===== src/mfd_pkg.sv =====
package mfd_pkg;

  localparam int FRAME_ROWS  = 256;
  localparam int ROW_BYTES   = 32;
  localparam int STORE_DEPTH = FRAME_ROWS * ROW_BYTES;
  localparam int ADDR_W      = (STORE_DEPTH > 1) ? $clog2(STORE_DEPTH) : 1;
  localparam int PAGE_W      = (ROW_BYTES > 1) ? $clog2(ROW_BYTES) : 1;
  localparam int ROW_W       = 8;

  localparam logic [7:0]  COLUMN_OFFSET_RST = 8'd20;
  localparam logic [15:0] SET_COLOR_RST     = 16'h0000;
  localparam logic [15:0] CLEAR_COLOR_RST   = 16'hffff;

  localparam logic       CMD_PUT   = 1'b0;
  localparam logic       CMD_FLUSH = 1'b1;

  localparam logic [1:0] REG_COLUMN_OFFSET = 2'd0;
  localparam logic [1:0] REG_SET_COLOR     = 2'd1;
  localparam logic [1:0] REG_CLEAR_COLOR   = 2'd2;

  typedef struct packed {
    logic       cmd;
    logic [7:0] x_pos;
    logic [7:0] y_pos;
    logic       pixel_on;
  } in_req_t;

  typedef struct packed {
    logic [7:0]  column;
    logic [7:0]  row;
    logic [15:0] color;
    logic        last;
  } out_req_t;

  // changed byte handed to the serializer
  typedef struct packed {
    logic             load;
    logic [7:0]       pix;
    logic [ROW_W-1:0] row;
    logic [7:0]       col_base;
  } emit_load_t;

  // one memory word holds the frame byte and its sent copy
  typedef struct packed {
    logic [7:0] sent;
    logic [7:0] frame;
  } store_word_t;

endpackage


===== src/mfd_emit.sv =====
module mfd_emit (
  input  logic                clk,
  input  logic                rst_n,
  input  mfd_pkg::emit_load_t ld,
  input  logic [15:0]         set_color,
  input  logic [15:0]         clear_color,
  output logic                out_valid,
  input  logic                out_ready,
  output mfd_pkg::out_req_t   out_data,
  output logic                busy
);

  logic                      valid_r;
  logic                      valid_nxt;
  logic [7:0]                pix_r;
  logic [7:0]                pix_nxt;
  logic [2:0]                cnt_r;
  logic [2:0]                cnt_nxt;
  logic [mfd_pkg::ROW_W-1:0] row_r;
  logic [mfd_pkg::ROW_W-1:0] row_nxt;
  logic [7:0]                base_r;
  logic [7:0]                base_nxt;
  logic                      is_last;

  assign is_last = (cnt_r == 3'd7);

  always_comb begin
    valid_nxt = valid_r;
    pix_nxt   = pix_r;
    cnt_nxt   = cnt_r;
    row_nxt   = row_r;
    base_nxt  = base_r;
    if (ld.load) begin
      valid_nxt = 1'b1;
      pix_nxt   = ld.pix;
      cnt_nxt   = 3'd0;
      row_nxt   = ld.row;
      base_nxt  = ld.col_base;
    end else if (valid_r && out_ready) begin
      if (is_last) begin
        valid_nxt = 1'b0;
      end else begin
        pix_nxt = {pix_r[6:0], 1'b0};
        cnt_nxt = cnt_r + 3'd1;
      end
    end
  end

  always_ff @(posedge clk) begin
    if (!rst_n) begin
      valid_r <= 1'b0;
      cnt_r   <= 3'd0;
    end else begin
      valid_r <= valid_nxt;
      cnt_r   <= cnt_nxt;
    end
  end

  always_ff @(posedge clk) begin
    pix_r  <= pix_nxt;
    row_r  <= row_nxt;
    base_r <= base_nxt;
  end

  assign out_valid       = valid_r;
  assign busy            = valid_r;
  assign out_data.column = base_r + {5'd0, cnt_r};
  assign out_data.row    = 8'(row_r);
  assign out_data.color  = pix_r[7] ? set_color : clear_color;
  assign out_data.last   = is_last;

endmodule


===== config.mk =====
export PLATFORM = sky130hd
export DESIGN_NAME = mfd_emit
export DESIGN_NICKNAME = d
export VERILOG_FILES = /design/src/mfd_pkg.sv /design/src/mfd_emit.sv
export SDC_FILE = /design/constraint.sdc
export NUM_CORES = 1
export LEC_CHECK = 0
export ABC_CLOCK_PERIOD_IN_PS = 4500
export BUFFER_PORTS_ARGS = -buffer_cell sky130_fd_sc_hd__buf_2
export CORE_AREA = 3 3 61 63
export DETAILED_ROUTE_END_ITERATION = 7
export DIE_AREA = 0 0 64 66
export PLACE_DENSITY_LB_ADDON = 0.3
export SYNTH_ARGS = -nofsm -noshare
export SYNTH_HDL_FRONTEND = slang
export SYNTH_SLANG_ARGS = --single-unit

===== constraint.sdc =====
create_clock -name clk -period 4.5 [get_ports clk]
set_input_delay 0.225 -clock clk [delete_from_list [all_inputs] [get_ports clk]]
set_output_delay 0.225 -clock clk [all_outputs]
set_load 0.05 [all_outputs]

==> impl_metrics.env <==
export IMPL_status="complete, no violations"
export IMPL_rr_startpoint="cnt_r[1]"
export IMPL_rsz0062_at_grt="false"
export IMPL_synthTopCellsByArea="edfxtp_1, mux2_4, mux2_2, dfxtp_1, ha_1"
export IMPL_synthArstFlopShare=0
export IMPL_ys_flop_type="edfxtp_1"
export IMPL_viasPerCell=4.661
export IMPL_crit_arrival_ns=2.03
export IMPL_die_area_um2=4224
export IMPL_clock_sinks=28
export IMPL_r2r_end="pix_r[4]"
export IMPL_hp_start="ld[9]"
export IMPL_r2r_worst_path_cells=4
export IMPL_cts_root_buf="clkbuf_4"
export IMPL_crit_buf_inv=1
export IMPL_detail_route_antenna_nets=0
export IMPL_place_ws_ns=2.597
export IMPL_whs_path_depth=1
export IMPL_end_kind="output port"
export IMPL_cts_resized=0
export IMPL_drc=0
export IMPL_htree_num_levels=1
export IMPL_holdCritPathClass="input pin to flop"
export IMPL_setup_viol=0
export IMPL_core_area_um2=3284
export IMPL_worst_path_largest_cell_delay_ns=0.40
export IMPL_hold_viol_final=0
export IMPL_grt_pass1_wl_um=4464
export IMPL_die_w_um=64
export IMPL_numCtsBuffers=3
export IMPL_netlist_instances=91
export IMPL_grt_pass1_vias=1069
export IMPL_initial_core_util=0.4316
export IMPL_portBuffers=94
export IMPL_r2r_slack_ns=2.78
export IMPL_final_area_um2=1947
export IMPL_fp_dieH_um=66
export IMPL_antenna_found_initial=0
export IMPL_register_area_um2=800.8
export IMPL_initialDrtViolationCount=16
export IMPL_finalNonFillerCells=230
export IMPL_drive_gt1_frac=0.6630
export IMPL_tightest_slew_ns=0.7716
export IMPL_post_drt_wl_per_cell_um=12.44
export IMPL_grt_start_max_net_pins=28
export IMPL_yosysTopAreaCellShare=0.5084
export IMPL_final_setup_tns_ns=0
export IMPL_cp_start_kind="flop"
export IMPL_crit_type="flop to output port"
export IMPL_finClkSkew_ns=0.001954
export IMPL_period_minus_slack_ns=2.251
export IMPL_post_cts_buffers=0
export IMPL_crit_required_ns=4.28
export IMPL_synth_nets=157
export IMPL_crit_path_cell_trace="ha_1 -> fa_1 -> a21o_2 -> nand4_1 -> xnor2_1 -> buf_2"
export IMPL_fin_nets=251
export IMPL_routabilityCongestion=0.6600
export IMPL_drv_slew=0
export IMPL_num_vias=1072
export IMPL_min_delay_worst_endpoint="row_r[1]"
export IMPL_ys_seq_area_frac=0.5649
export IMPL_cts_hold_buf=0
export IMPL_drtPass1Iterations=4
export IMPL_path_max_fanout=2
export IMPL_finalWorstSetupSlack_ns=2.249
export IMPL_critical_path_top_delay_family="adder cells"
export IMPL_hpwl_um=2425
export IMPL_clock_latency_ns=0.31
export IMPL_post_dp_cell_area_um2=1894
export IMPL_num_rows=21
export IMPL_relSlewSlack=0.4856
export IMPL_area_growth_pct=37.33
export IMPL_fin_crit_sh=0.5003
export IMPL_num_fill_cells=277
export IMPL_multi_input_area_um2=565.5
export IMPL_synth_enable_flop_cells=24
export IMPL_drt_total_wl_um=2862
export IMPL_yosysWarnings=0
export IMPL_cap_violations=0
export IMPL_synth_seq_cells=28
export IMPL_cts_buffer_depth=2
export IMPL_yosys_area_top_type="edfxtp_1"
export IMPL_cellPowerDensity_nw_per_um2=344.0
export IMPL_grt_ovfl_total=0
export IMPL_fmax_ghz=0.4442
export IMPL_syn_area_per_cell_um2=15.58
export IMPL_grt_use_total=0.1354
export IMPL_clk_pin_slew_ns=0.14
export IMPL_slowest_stage="fa_1"
export IMPL_dpl_cell_count=226
export IMPL_io_pins=95
export IMPL_netlist_area_um2=1418
export IMPL_antennaDiodeCount=0
export IMPL_synth_distinct_cells=23
export IMPL_peakVddDrop_mv=0.2573
export IMPL_cts_tree="built"
export IMPL_leakagePower_nw=0.9507
[sequential cells by signal, summed over array words and instances, names as in the netlist]
signal,count
base_r,8
row_r,8
cnt_r,3
pix_r,8
busy,1
[per-layer routing]
layer | GRT usage | part of all wire | vias up | wire length [µm]
li1 | - | - | 522 | -
met1 | 0.1284 | 0.33 | 467 | 951
met2 | 0.2490 | 0.50 | 77 | 1432
met3 | 0.04932 | 0.14 | 6 | 414
met4 | 0.07817 | 0.022 | 0 | 64
met5 | 0 | 0 | - | 0
[synthesized netlist by cell type, types with 2 or more instances]
cell / instances
a21oi_1: 4
buf_4: 2
dfxtp_1: 4
edfxtp_1: 24
ha_1: 5
mux2_2: 13
mux2_4: 10
mux2i_1: 2
nand2_1: 4
nand2b_1: 2
nand4_1: 2
nor2_1: 3
xnor2_1: 2
xor2_1: 5
[power by group]
group | switching (W) | leakage, nW | internal, W
logic | 0.000129 | 0.654 | 0.0000660
registers | 0.0000132 | 0.269 | 0.000304
clock network | 0.0000671 | 0.0279 | 0.0000900
total | 0.000210 | 0.951 | 0.000460
[worst reg2reg max path: stages, from the launching register on]
cell      delay [ns]
dfxtp_1         0.38
ha_1            0.20
ha_1            0.20
nand3b_1        0.26
nand2b_1        0.36
[cell type report]
cell class / instances / area share
flip-flops and latches: 28 / 0.4113
repair buffers: 94 / 0.2416
multi-input cells: 58 / 0.2905
clock inverters: 1 / 0.01542
well taps: 46 / 0.02956
clock buffers: 3 / 0.01157
[kinds of logic after synthesis]
group	Yosys count	share of synthesized area
multiplexers	25	0.2233
XOR/XNOR	7	0.04325
flip-flops	28	0.5649
AO/OA/AOI/OAI	5	0.02030
adder cells (fa/ha/maj)	6	0.05825
buffers and inverters	5	0.03618
AND/OR/NAND/NOR	15	0.05384
[cell usage in the layout (no fill, tap or decap)]
| master | count |
|---|---|
| nand2_1 | 4 |
| ha_1 | 5 |
| nand4_1 | 2 |
| xnor2_1 | 2 |
| nand3b_1 | 1 |
| a21o_2 | 1 |
| dfxtp_1 | 4 |
| mux2_4 | 10 |
| clkbuf_4 | 3 |
| mux2i_1 | 2 |
| xor2_1 | 5 |
| fa_1 | 1 |
| buf_2 | 94 |
| and2_1 | 1 |
| nand2b_1 | 2 |
| nor2b_1 | 1 |
| a21oi_1 | 4 |
| edfxtp_1 | 24 |
| bufinv_16 | 1 |
| mux2_2 | 13 |
| nand3_1 | 1 |
| nor2_1 | 3 |
[worst max path at each step]
stage / startpoint / endpoint / slack, ns / cells after the start
2_1_floorplan: cnt_r[0] / out_data[31] / 2.48 / 5
3_3_place_gp: base_r[0] / out_data[31] / 2.63 / 6
3_5_place_dp: base_r[0] / out_data[31] / 2.60 / 6
4_1_cts: base_r[0] / out_data[31] / 2.22 / 6
5_1_grt: base_r[0] / out_data[31] / 2.10 / 6
6_report: base_r[0] / out_data[31] / 2.25 / 6
[through the flow]
| stage | hold WS (ns) | power [W] | util |
|---|---|---|---|
| after CTS | 0.05676 | 0.0006780 | 0.5928 |
| final | 0.07082 | 0.0006697 | 0.5928 |
| after global routing | 0.05008 | 0.0006966 | 0.5928 |
| after floorplan | 0.3239 | 0.0004704 | - |
| after detailed placement | 0.4033 | 0.0005207 | 0.5768 |
| after global placement | 0.4016 | 0.0005162 | 0.5768 |
No activity file was read; power rests on OpenSTA's default activity.
